$ cat src/sv/irlt_pkg.sv
// Types, constants and helpers shared by the IR ranging level tracker.
package irlt_pkg;

  typedef logic [7:0] level_t;
  typedef logic [8:0] tick_t;
  typedef logic signed [9:0] wide_level_t;

  typedef enum logic [1:0] {
    CH_RIGHT  = 2'd0,
    CH_CENTRE = 2'd1,
    CH_LEFT   = 2'd2
  } chan_t;

  localparam int unsigned ChCount = 3;

  // Configuration register indexes
  localparam logic CFG_SAMPLE_POINT = 1'b0;
  localparam logic CFG_MAX_LEVEL    = 1'b1;

  localparam level_t SamplePointRst = 8'd20;
  localparam level_t MaxLevelRst    = 8'd100;

  localparam level_t LowStepLimit = 8'd10;
  // x/5 as (x*205)>>10, exact for every 8-bit x
  localparam logic [7:0] Div5Mul   = 8'd205;
  localparam int unsigned Div5Shift = 10;

  // Clamp to max_lv first, then raise to at least 1
  function automatic level_t clamp_level(input wide_level_t v, input level_t max_lv);
    wide_level_t t;
    wide_level_t lim;
    lim = $signed({2'b00, max_lv});
    t   = v;
    if (t > lim) t = lim;
    if (t < 10'sd1) t = 10'sd1;
    return t[7:0];
  endfunction

endpackage

$ cat src/sv/irlt_level_step.sv
// Level step at the sample tick: +-1 below ten, otherwise +-level/5 (centre down: level/4).
module irlt_level_step (
  input  irlt_pkg::level_t level_in,
  input  logic             rx_bit,
  input  logic             centre,
  input  irlt_pkg::level_t max_level,
  output irlt_pkg::level_t level_out
);
  import irlt_pkg::*;

  logic [15:0] prod5;
  level_t      div5;
  level_t      div4;
  level_t      down_step;
  wide_level_t lv_ext;
  wide_level_t stepped;

  assign prod5     = level_in * Div5Mul;
  assign div5      = 8'(prod5 >> Div5Shift);
  assign div4      = level_in >> 2;
  assign down_step = centre ? div4 : div5;
  assign lv_ext    = $signed({2'b00, level_in});

  always_comb begin
    if (rx_bit) begin
      if (level_in < LowStepLimit) stepped = lv_ext + 10'sd1;
      else                         stepped = lv_ext + $signed({2'b00, div5});
    end else begin
      if (level_in < LowStepLimit) stepped = lv_ext - 10'sd1;
      else                         stepped = lv_ext - $signed({2'b00, down_step});
    end
  end

  assign level_out = clamp_level(stepped, max_level);

endmodule

$ cat src/sv/ir_ranging_level_tracker.sv
// Top level of the three-channel IR ranging level tracker.
// Throughput: one item per cycle; the input register and the state/result
// registers form a two-stage pipeline, stalled only by out_ready.
// Reset: levels, drives, slot tick and channel clear to zero;
// sample_point returns to 20 and max_level to 100.
module ir_ranging_level_tracker (
  input  logic             clk,
  input  logic             rst_n,
  input  logic             in_valid,
  output logic             in_ready,
  input  logic             in_rx_right,
  input  logic             in_rx_centre,
  input  logic             in_rx_left,
  output logic             out_valid,
  input  logic             out_ready,
  output irlt_pkg::level_t out_drive_right,
  output irlt_pkg::level_t out_drive_centre,
  output irlt_pkg::level_t out_drive_left,
  output irlt_pkg::level_t out_level_right,
  output irlt_pkg::level_t out_level_centre,
  output irlt_pkg::level_t out_level_left,
  output logic [1:0]       out_active_channel,
  input  logic             cfg_valid,
  output logic             cfg_ready,
  input  logic             cfg_index,
  input  logic [7:0]       cfg_data
);
  import irlt_pkg::*;

  logic       in_valid_r;
  logic [2:0] rx_r;
  logic       out_valid_r;
  logic       advance;

  level_t sample_point_r;
  level_t max_level_r;
  tick_t  tick_r, tick_nxt;
  chan_t  chan_r, chan_nxt;
  level_t level_r   [ChCount];
  level_t level_nxt [ChCount];
  level_t cmp_r     [ChCount];
  level_t cmp_nxt   [ChCount];

  logic   at_load;
  logic   at_sample;
  logic   rx_sel;
  level_t level_sel;
  level_t level_stepped;
  tick_t  tick_inc;
  logic   slot_end;

  assign advance   = in_valid_r && (!out_valid_r || out_ready);
  assign in_ready  = !in_valid_r || !out_valid_r || out_ready;
  assign cfg_ready = 1'b1;

  // Handshake registers
  always_ff @(posedge clk) begin
    if (!rst_n) begin
      in_valid_r  <= 1'b0;
      out_valid_r <= 1'b0;
    end else begin
      if (in_ready) in_valid_r <= in_valid;
      if (advance) out_valid_r <= 1'b1;
      else if (out_ready) out_valid_r <= 1'b0;
    end
  end

  always_ff @(posedge clk) begin
    if (in_valid && in_ready) rx_r <= {in_rx_left, in_rx_centre, in_rx_right};
  end

  // Configuration
  always_ff @(posedge clk) begin
    if (!rst_n) begin
      sample_point_r <= SamplePointRst;
      max_level_r    <= MaxLevelRst;
    end else if (cfg_valid) begin
      case (cfg_index)
        CFG_SAMPLE_POINT: sample_point_r <= cfg_data;
        CFG_MAX_LEVEL:    max_level_r    <= cfg_data;
        default: ;
      endcase
    end
  end

  assign at_load   = (tick_r == '0);
  assign at_sample = (tick_r == {1'b0, sample_point_r});

  always_comb begin
    case (chan_r)
      CH_RIGHT: begin
        rx_sel    = rx_r[0];
        level_sel = level_r[0];
      end
      CH_CENTRE: begin
        rx_sel    = rx_r[1];
        level_sel = level_r[1];
      end
      CH_LEFT: begin
        rx_sel    = rx_r[2];
        level_sel = level_r[2];
      end
      default: begin
        rx_sel    = 1'b0;
        level_sel = level_r[0];
      end
    endcase
  end

  irlt_level_step u_step (
    .level_in  (level_sel),
    .rx_bit    (rx_sel),
    .centre    (chan_r == CH_CENTRE),
    .max_level (max_level_r),
    .level_out (level_stepped)
  );

  always_comb begin
    for (int i = 0; i < ChCount; i++) begin
      // Load the owner's drive at slot start, clear the others
      if (at_load) cmp_nxt[i] = (2'(i) == chan_r) ? level_r[i] : '0;
      else         cmp_nxt[i] = cmp_r[i];
      level_nxt[i] = level_r[i];
      if (at_sample && (2'(i) == chan_r)) begin
        cmp_nxt[i]   = '0;
        level_nxt[i] = level_stepped;
      end
      level_nxt[i] = clamp_level($signed({2'b00, level_nxt[i]}), max_level_r);
    end
  end

  assign tick_inc = tick_r + 9'd1;
  assign slot_end = (tick_inc >= {sample_point_r, 1'b0});
  assign tick_nxt = slot_end ? '0 : tick_inc;

  always_comb begin
    if (!slot_end) begin
      chan_nxt = chan_r;
    end else begin
      case (chan_r)
        CH_RIGHT:  chan_nxt = CH_CENTRE;
        CH_CENTRE: chan_nxt = CH_LEFT;
        default:   chan_nxt = CH_RIGHT;
      endcase
    end
  end

  // Tracker state doubles as the result register
  always_ff @(posedge clk) begin
    if (!rst_n) begin
      tick_r <= '0;
      chan_r <= CH_RIGHT;
      for (int i = 0; i < ChCount; i++) begin
        level_r[i] <= '0;
        cmp_r[i]   <= '0;
      end
    end else if (advance) begin
      tick_r <= tick_nxt;
      chan_r <= chan_nxt;
      for (int i = 0; i < ChCount; i++) begin
        level_r[i] <= level_nxt[i];
        cmp_r[i]   <= cmp_nxt[i];
      end
    end
  end

  assign out_valid          = out_valid_r;
  assign out_drive_right    = cmp_r[0];
  assign out_drive_centre   = cmp_r[1];
  assign out_drive_left     = cmp_r[2];
  assign out_level_right    = level_r[0];
  assign out_level_centre   = level_r[1];
  assign out_level_left     = level_r[2];
  assign out_active_channel = chan_r;

  // At most one emitter is driven at any time
  a_one_drive: assert property (@(posedge clk) disable iff (!rst_n)
    $countones({cmp_r[0] != '0, cmp_r[1] != '0, cmp_r[2] != '0}) <= 1)
    else $error("more than one emitter driven");

  // Every delivered level is clamped to at least one
  a_level_floor: assert property (@(posedge clk) disable iff (!rst_n)
    out_valid_r |-> (level_r[0] != '0 && level_r[1] != '0 && level_r[2] != '0))
    else $error("level below one on result");

  // Tracker state holds whenever no item advances, stalled or idle
  a_state_hold: assert property (@(posedge clk) disable iff (!rst_n)
    !advance |=> ($stable(chan_r) && $stable(tick_r)))
    else $error("state moved without an item");

  // A stalled item stays in the input register
  a_in_hold: assert property (@(posedge clk) disable iff (!rst_n)
    (in_valid_r && !advance) |=> in_valid_r)
    else $error("stalled item dropped");

  // A result stays until taken
  a_out_hold: assert property (@(posedge clk) disable iff (!rst_n)
    (out_valid_r && !out_ready) |=> (out_valid_r && $stable(level_r[0])))
    else $error("pending result lost");

endmodule

$ cat config.mk
export PLATFORM = sky130hd
export DESIGN_NAME = ir_ranging_level_tracker
export DESIGN_NICKNAME = d
export VERILOG_FILES = /design/src/sv/irlt_pkg.sv /design/src/sv/irlt_level_step.sv /design/src/sv/ir_ranging_level_tracker.sv
export SDC_FILE = /design/constraint.sdc
export NUM_CORES = 1
export LEC_CHECK = 0
export ABC_AREA = 1
export BUFFER_PORTS_ARGS = -buffer_cell sky130_fd_sc_hd__buf_4
export CORE_MARGIN = 4
export CORE_UTILIZATION = 55
export DETAILED_ROUTE_END_ITERATION = 7
export GPL_TIMING_DRIVEN = 0
export HOLD_SLACK_MARGIN = 0.1
export PLACE_DENSITY = 0.79
export SYNTH_ARGS = -nofsm -noshare
export SYNTH_HDL_FRONTEND = slang
export SYNTH_HIERARCHICAL = 1
export SYNTH_SLANG_ARGS = --single-unit
$ cat constraint.sdc
create_clock -name clk -period 11.6 [get_ports clk]
set_clock_uncertainty 0.1 [all_clocks]
set_input_delay 1.74 -clock clk [delete_from_list [all_inputs] [get_ports clk]]
set_output_delay 1.74 -clock clk [all_outputs]
set_load 0.01 [all_outputs]
==> key figures, run 1 <==
Hold path
  • Hold worst-path end: out_valid
  • HP Start: in_valid_r
  • HP Class: reg2reg
  • Hold Path Depth: 2

CTS
  • CTS max path bufs: 2
  • Clk sinks: 80
  • CTS Buf Count: 9
  • Clock-pin slew on the worst setup and hold paths: 0.06 ns
  • H-tree levels: 3
  • Worst skew pair latency: 0.34 ns
  • CTS root buf: clkbuf_16
  • CTS tree: built

Placement
  • Final HPWL from detailed placement: 15.0 mm
  • Dpl cells: 1262
  • Buffers added on ports: 67
  • Setup WS pre-CTS: 0.413 ns
  • Placer Congestion: 0.932

STA
  • Min Tclk post-route: 10.54 ns
  • Highest Clock Rate: 0.0949 GHz
  • TNS Setup: 0 ns
  • Setup ws final: 1.06 ns
  • RSZ-0062 raised after global routing: false
  • Final Max Slew Viols: 0
  • Slew headroom: 26.9%
  • Final setup fails: 0
  • Hold Vio Cnt, Final: 0
  • Tcrit/Tclk final: 90.8%
  • Slew @ Worst Pin: 1.09 ns

Yosys
  • Post-synth EDFFs: 51
  • Register area share after synthesis: 27.4%
  • Syn Std Cell Area: 7720 µm²
  • Ys async rst share: 0%
  • Main synth FF type: edfxtp_1
  • Syn Area/Cell: 7.61 µm²
  • Cell count after synthesis: 1015
  • Flops & latches, synth: 80
  • Yosys Warn Count: 6
  • Total nets after synthesis: 1153
  • Netlist cell types: 50

Layout
  • Antenna diodes: 0
  • Final nets: 1231
  • Fin util: 63.3%
  • Finished Layout Cells: 1278
  • Layout cells sized above 1: 17.3%
  • Fillers: 1222
  • Area grow syn2layout: 13.4%

Power and ir drop
  • Leak: 4.45 nW
  • P_int: 0.000695 W
  • Switching share of total power: 42.5%
  • Worst vdd ir: 0.0649 mV
  • Share of power burned in registers: 27.8%
  • Psw: 0.000513 W
  • Logic gate share of total power: 50.0%
  • Clock power share: 22.2%
  • PD cells: 138 nW/µm²
  • Design Power: 0.00121 W

Worst setup path
  • Startpoint class of the critical path: flop
  • CP Data Required Time: 11.60 ns
  • R2R cell count: 63
  • CP max-delay cell: fa_1
  • Worst stage delay on the critical path: 0.53 ns
  • Reg2reg start: out_active_channel[1]
  • Max FO, Critical Path: 10
  • Cell mode on critical path: nand2_1
  • RR Endpoint: level_r[0][1]
  • WP data arrival: 10.54 ns
  • Crit. End Element: flop
  • Reg2reg setup slack: 1.06 ns
  • CP Class: reg2reg

Drt
  • DR pass1 iterations: 5
  • Vias after detailed routing: 6919
  • Vias/cell: 5.41
  • Wirelength, routed: 18.6 mm
  • Initial DRC count: 566
  • Post-route ant nets: 0
  • Residual DRC: 0
  • Wirelength per Cell: 14.6 µm

Global routing
  • Total global-route track usage: 23.5%
  • Vias in the first global route: 6401
  • Initial antenna violation count: 0
  • First-pass GRT wire length: 30.7 mm
  • Largest net degree at the start of global routing: 34
  • GRT Residual Overflow: 0

Die
  • Std cell rows: 43
  • I/O pin count: 70
  • Die width: 126 µm
  • Height of the die: 126 µm
  • Initial core utilization: 55.8%
  • Core ar.: 13800 µm²
  • Die area: 16000 µm²

Run status
  • Outcome: completed

Flow run
  • Max cap viols: 0
## worst max path at each step
stage,from,end,slack [ns],cells after the start
after floorplan,out_active_channel[0],level_r[0][1],2.11,59
after global placement,out_active_channel[0],level_r[0][1],0.52,58
after detailed placement,out_active_channel[0],level_r[0][1],0.41,58
after CTS,out_active_channel[0],level_r[0][1],0.33,58
after global routing,out_active_channel[0],level_r[0][7],0.0001,56
final,out_active_channel[1],level_r[0][1],1.06,63
## layer usage
layer / global-route usage [%] / part of all wire, % / vias up
met5: 0 / 0 / -
met4: 7.51 / 2.2 / 0
met3: 4.17 / 6.9 / 41
met2: 38.0 / 46 / 235
met1: 32.1 / 45 / 3136
li1: - / - / 3507
## per-stage QoR
stage               area [µm²]  hold slack (ns)
finish                    8750            0.385
floorplan                 7720            0.351
CTS                       8730            0.382
detailed placement        8450            0.378
global route              8750            0.423
global placement          8450            0.362
## repair_timing
action,in CTS,in global routing
endpoints found under the setup margin,0,24
hold buffers,0,0
resized for setup,0,12
endpoints found under the hold margin,0,0
buffers inserted,0,0
## critical path: cells and delay by family (launching register included)
family | cells | cell delay [ns]
compound gates | 8 | 1.60
xor+xnor | 2 | 0.41
fa+ha+maj | 9 | 2.96
buf+inv | 8 | 1.12
flops | 1 | 0.35
simple gates | 36 | 3.69
## final cells by class
class,instances,area [µm²],area share [%]
repair buffers,67,503,5.75
plain buffers,14,92.6,1.06
inverters,157,592,6.76
clock inverters,7,55.1,0.629
flip-flops and latches,80,2110,24.1
clock buffers,9,225,2.57
multi-input cells,764,4950,56.5
well taps,180,225,2.57
## cells in the mapped netlist, drive strengths merged, types with 2 or more instances
library cell	n	area (µm²)
and2	3	18.8
nand3	59	348
edfxtp	51	1530
fa	11	220
ha	110	1380
o21a	6	45.0
nor2	101	478
o32ai	7	61.3
inv	152	573
o211ai	8	60.1
o21ai	34	174
dfxtp	29	581
clkbuf	4	15.0
a21o	2	15.0
nand2	283	1180
buf	10	77.6
xnor2	7	61.3
a21oi	57	312
or2	2	12.5
xor2	19	166
clkinv	5	18.8
nand4	37	257
o22ai	8	50.1
## cells in the final DEF (no fill, tap or decap), drive strengths merged, types with 3 or more instances in the layout
master | Yosys | routed
o211ai | 8 | 8
clkbuf | 4 | 13
and2 | 3 | 3
clkinv | 5 | 6
xnor2 | 7 | 7
buf | 10 | 77
xor2 | 19 | 19
nand3 | 59 | 59
o32ai | 7 | 7
o21a | 6 | 6
nand2 | 283 | 283
nand4 | 37 | 37
a21oi | 57 | 57
inv | 152 | 156
ha | 110 | 110
nor2 | 101 | 101
edfxtp | 51 | 51
dfxtp | 29 | 29
o21ai | 34 | 34
o22ai | 8 | 8
fa | 11 | 11
## state kept, by name (all words and copies together) (netlist names)
name,flops
max_level_r,8
tick_r,9
sample_point_r,8
out_valid,1
rx_r,3
in_valid_r,1
out_active_channel,2
cmp_r,24
level_r,24
## power groups by stage
stage          Sequential (W)  Combinational, W  Clock [W]
6_report             0.000336          0.000604   0.000268
5_1_grt              0.000338          0.000688   0.000283
4_1_cts              0.000336          0.000600   0.000270
3_5_place_dp         0.000342          0.000597          0
3_3_place_gp         0.000341          0.000580          0
2_1_floorplan        0.000345          0.000456          0
## logic make-up after synthesis
| kind of cell | count (synthesis) | synth area share (%) |
|---|---|---|
| other cells | 1 | 0.0486 |
| fa+ha+maj | 121 | 20.7 |
| compound gates | 128 | 10.1 |
| simple gates | 488 | 30.0 |
| flops | 80 | 27.4 |
| buf+inv | 171 | 8.87 |
| xor+xnor | 26 | 2.95 |
(Power assumes the default switching activity.)
==> run 2, diff against run 1 <==
- CORE_UTILIZATION: 55 -> 60
- PLACE_DENSITY: 0.79 -> 0.84
==> key figures, run 2 (synthesized netlist as in run 1, its figures left out) <==
STA
  • Min Tclk post-route: 10.59 ns (+0.0481 ns)
  • Slew @ Worst Pin: 1.10 ns (+0.0133 ns)
  • Highest Clock Rate: 0.0945 GHz (-0.45%)
  • Final setup fails: 0 (unchanged)
  • RSZ-0062 raised after global routing: false
  • Slew headroom: 26.0% (-0.89 points)
  • Setup ws final: 1.01 ns (-0.0481 ns)
  • Tcrit/Tclk final: 91.3% (+0.41 points)
  • TNS Setup: 0 ns (unchanged)
  • Final Max Slew Viols: 0 (unchanged)
  • Hold Vio Cnt, Final: 0 (unchanged)

Die
  • Die width: 121 µm (-4.0%)
  • Core ar.: 12600 µm² (-8.7%)
  • Die area: 14700 µm² (-7.8%)
  • Height of the die: 121 µm (-4.0%)
  • Initial core utilization: 61.2% (+5.3 points)
  • I/O pin count: 70 (unchanged)
  • Std cell rows: 41 (-4.7%)

Layout
  • Top flop regs: cmp_r (24), level_r (24), tick_r (9)
  • Most common cell after layout, fill and taps aside: nand2_1
  • Layout cells sized above 1: 17.3% (-0.031 points)
  • Antenna diodes: 0 (unchanged)
  • Final nets: 1233 (+0.16%)
  • Commonest cells after routing, fill and taps aside: 248 x nand2_1, 146 x inv_1, 109 x ha_1
  • Area grow syn2layout: 13.6%

CTS
  • CTS root buf: clkbuf_16
  • CTS tree: built
  • H-tree levels: 3 (unchanged)
  • Setup bufs post-CTS: 0 (unchanged)
  • Worst skew pair latency: 0.34 ns (about the same)
  • CTS max path bufs: 2 (unchanged)
  • CTS Buf Count: 9 (unchanged)
  • Clk sinks: 80 (unchanged)
  • Clock-pin slew on the worst setup and hold paths: 0.06 ns (about the same)

Worst setup path
  • CP Data Required Time: 11.60 ns (about the same)
  • Cell mode on critical path: nand2_1
  • Reg2reg start: out_active_channel[1]
  • R2R cell count: 60 (-4.8%)
  • Startpoint class of the critical path: flop
  • WP data arrival: 10.59 ns (+0.05 ns)
  • RR Endpoint: level_r[0][7]
  • Crit. End Element: flop
  • Worst stage delay on the critical path: 0.48 ns (-0.05 ns)
  • Reg2reg setup slack: 1.01 ns (-0.05 ns)
  • CP Class: reg2reg
  • Max FO, Critical Path: 10 (unchanged)
  • CP max-delay cell: fa_1

Power and ir drop
  • Switching share of total power: 41.8% (-0.66 points)
  • PD cells: 141 nW/µm² (+1.8%)
  • P_int: 0.000718 W (+3.2%)
  • Share of power burned in registers: 27.3% (-0.5 points)
  • Leak: 4.47 nW (+0.36%)
  • Logic gate share of total power: 49.7% (-0.3 points)
  • Psw: 0.000516 W (+0.45%)
  • Clock power share: 23.1% (+0.9 points)
  • Worst vdd ir: 0.0915 mV (+41%)

Hold path
  • HP Start: in_valid_r
  • Hold Path Depth: 2 (unchanged)
  • HP Class: reg2reg
  • Hold worst-path end: out_valid

Placement
  • Final HPWL from detailed placement: 15.5 mm (+3.5%)
  • Setup WS pre-CTS: 0.411 ns (-0.00184 ns)
  • Buffers added on ports: 67 (unchanged)
  • Placer Congestion: 0.944 (+1.3%)

Global routing
  • Initial antenna violation count: 0 (unchanged)
  • Largest net degree at the start of global routing: 34 (unchanged)
  • First-pass GRT wire length: 31.8 mm (+3.6%)
  • Total global-route track usage: 27.0% (+3.5 points)
  • Vias in the first global route: 6578 (+2.8%)
  • GRT Residual Overflow: 0 (unchanged)

Run status
  • Outcome: completed

Drt
  • Residual DRC: 0 (unchanged)
  • Wirelength, routed: 19.5 mm (+5.0%)
  • Vias/cell: 5.57 (+2.9%)
  • Initial DRC count: 643 (+14%)
  • Post-route ant nets: 0 (unchanged)
  • Vias after detailed routing: 7088 (+2.4%)
  • Wirelength per Cell: 15.4 µm (+5.5%)
  • DR pass1 iterations: 5 (unchanged)

Flow run
  • Max cap viols: 0 (unchanged)
run 2: critical path, delay by kind of cell, from the launching register on:
| family | cells | cell delay, ns |
|---|---|---|
| buf+inv | 8 | 1.55 |
| simple gates | 35 | 3.75 |
| xor+xnor | 2 | 0.47 |
| compound gates | 6 | 1.14 |
| flops | 1 | 0.36 |
| fa+ha+maj | 9 | 2.98 |
run 2: power groups by stage:
stage                     Sequential (W)  Clock (W)  Combinational [W]
after floorplan                 0.000345          0           0.000456
after global placement          0.000341          0           0.000581
after detailed placement        0.000342          0           0.000600
after CTS                       0.000336   0.000284           0.000605
after global routing            0.000338   0.000295           0.000695
final                           0.000337   0.000284           0.000612
run 2: routing by layer:
metal  track usage, %  vias up  share of wire [%]
li1                 -     3513                  -
met1             36.5     3217                 44
met2             44.6      308                 46
met3             4.62       50                7.6
met4             7.35        0                2.3
met5                0        -                  0
run 2: how the worst max path moves through the flow:
stage                                      from              to  depth (start not counted)
final                     out_active_channel[1]   level_r[0][7]                         60
after global routing      out_active_channel[1]  level_r[0][12]                         60
after CTS                 out_active_channel[0]   level_r[0][7]                         58
after detailed placement  out_active_channel[0]   level_r[0][7]                         58
after global placement    out_active_channel[0]   level_r[0][4]                         57
after floorplan           out_active_channel[0]   level_r[0][1]                         59
run 2: what timing repair did:
item	in CTS	in global routing
hold buffers	0	0
setup endpoints to repair	0	24
resized for setup	0	15
endpoints found under the hold margin	0	0
run 2: layout make-up:
| class | count | area (µm²) |
|---|---|---|
| repair buffers | 69 | 515 |
| fillers | 1048 | 3850 |
| clock buffers | 9 | 225 |
| plain buffers | 14 | 93.8 |
| well taps | 172 | 215 |
| inverters | 157 | 592 |
| flip-flops and latches | 80 | 2110 |
| multi-input cells | 764 | 4950 |
| clock inverters | 7 | 70.1 |
run 2: per-stage QoR:
step           power [W]  instance area, µm²  hold slack [ns]  util [%]  std cells
2_1_floorplan   0.000801                7720            0.351         -       1015
3_3_place_gp    0.000923                8440            0.362      66.9       1254
3_5_place_dp    0.000942                8440            0.369      66.9       1255
4_1_cts          0.00122                8740            0.373      69.2       1271
5_1_grt          0.00133                8770            0.413      69.5       1272
6_report         0.00123                8770            0.375      69.5       1272
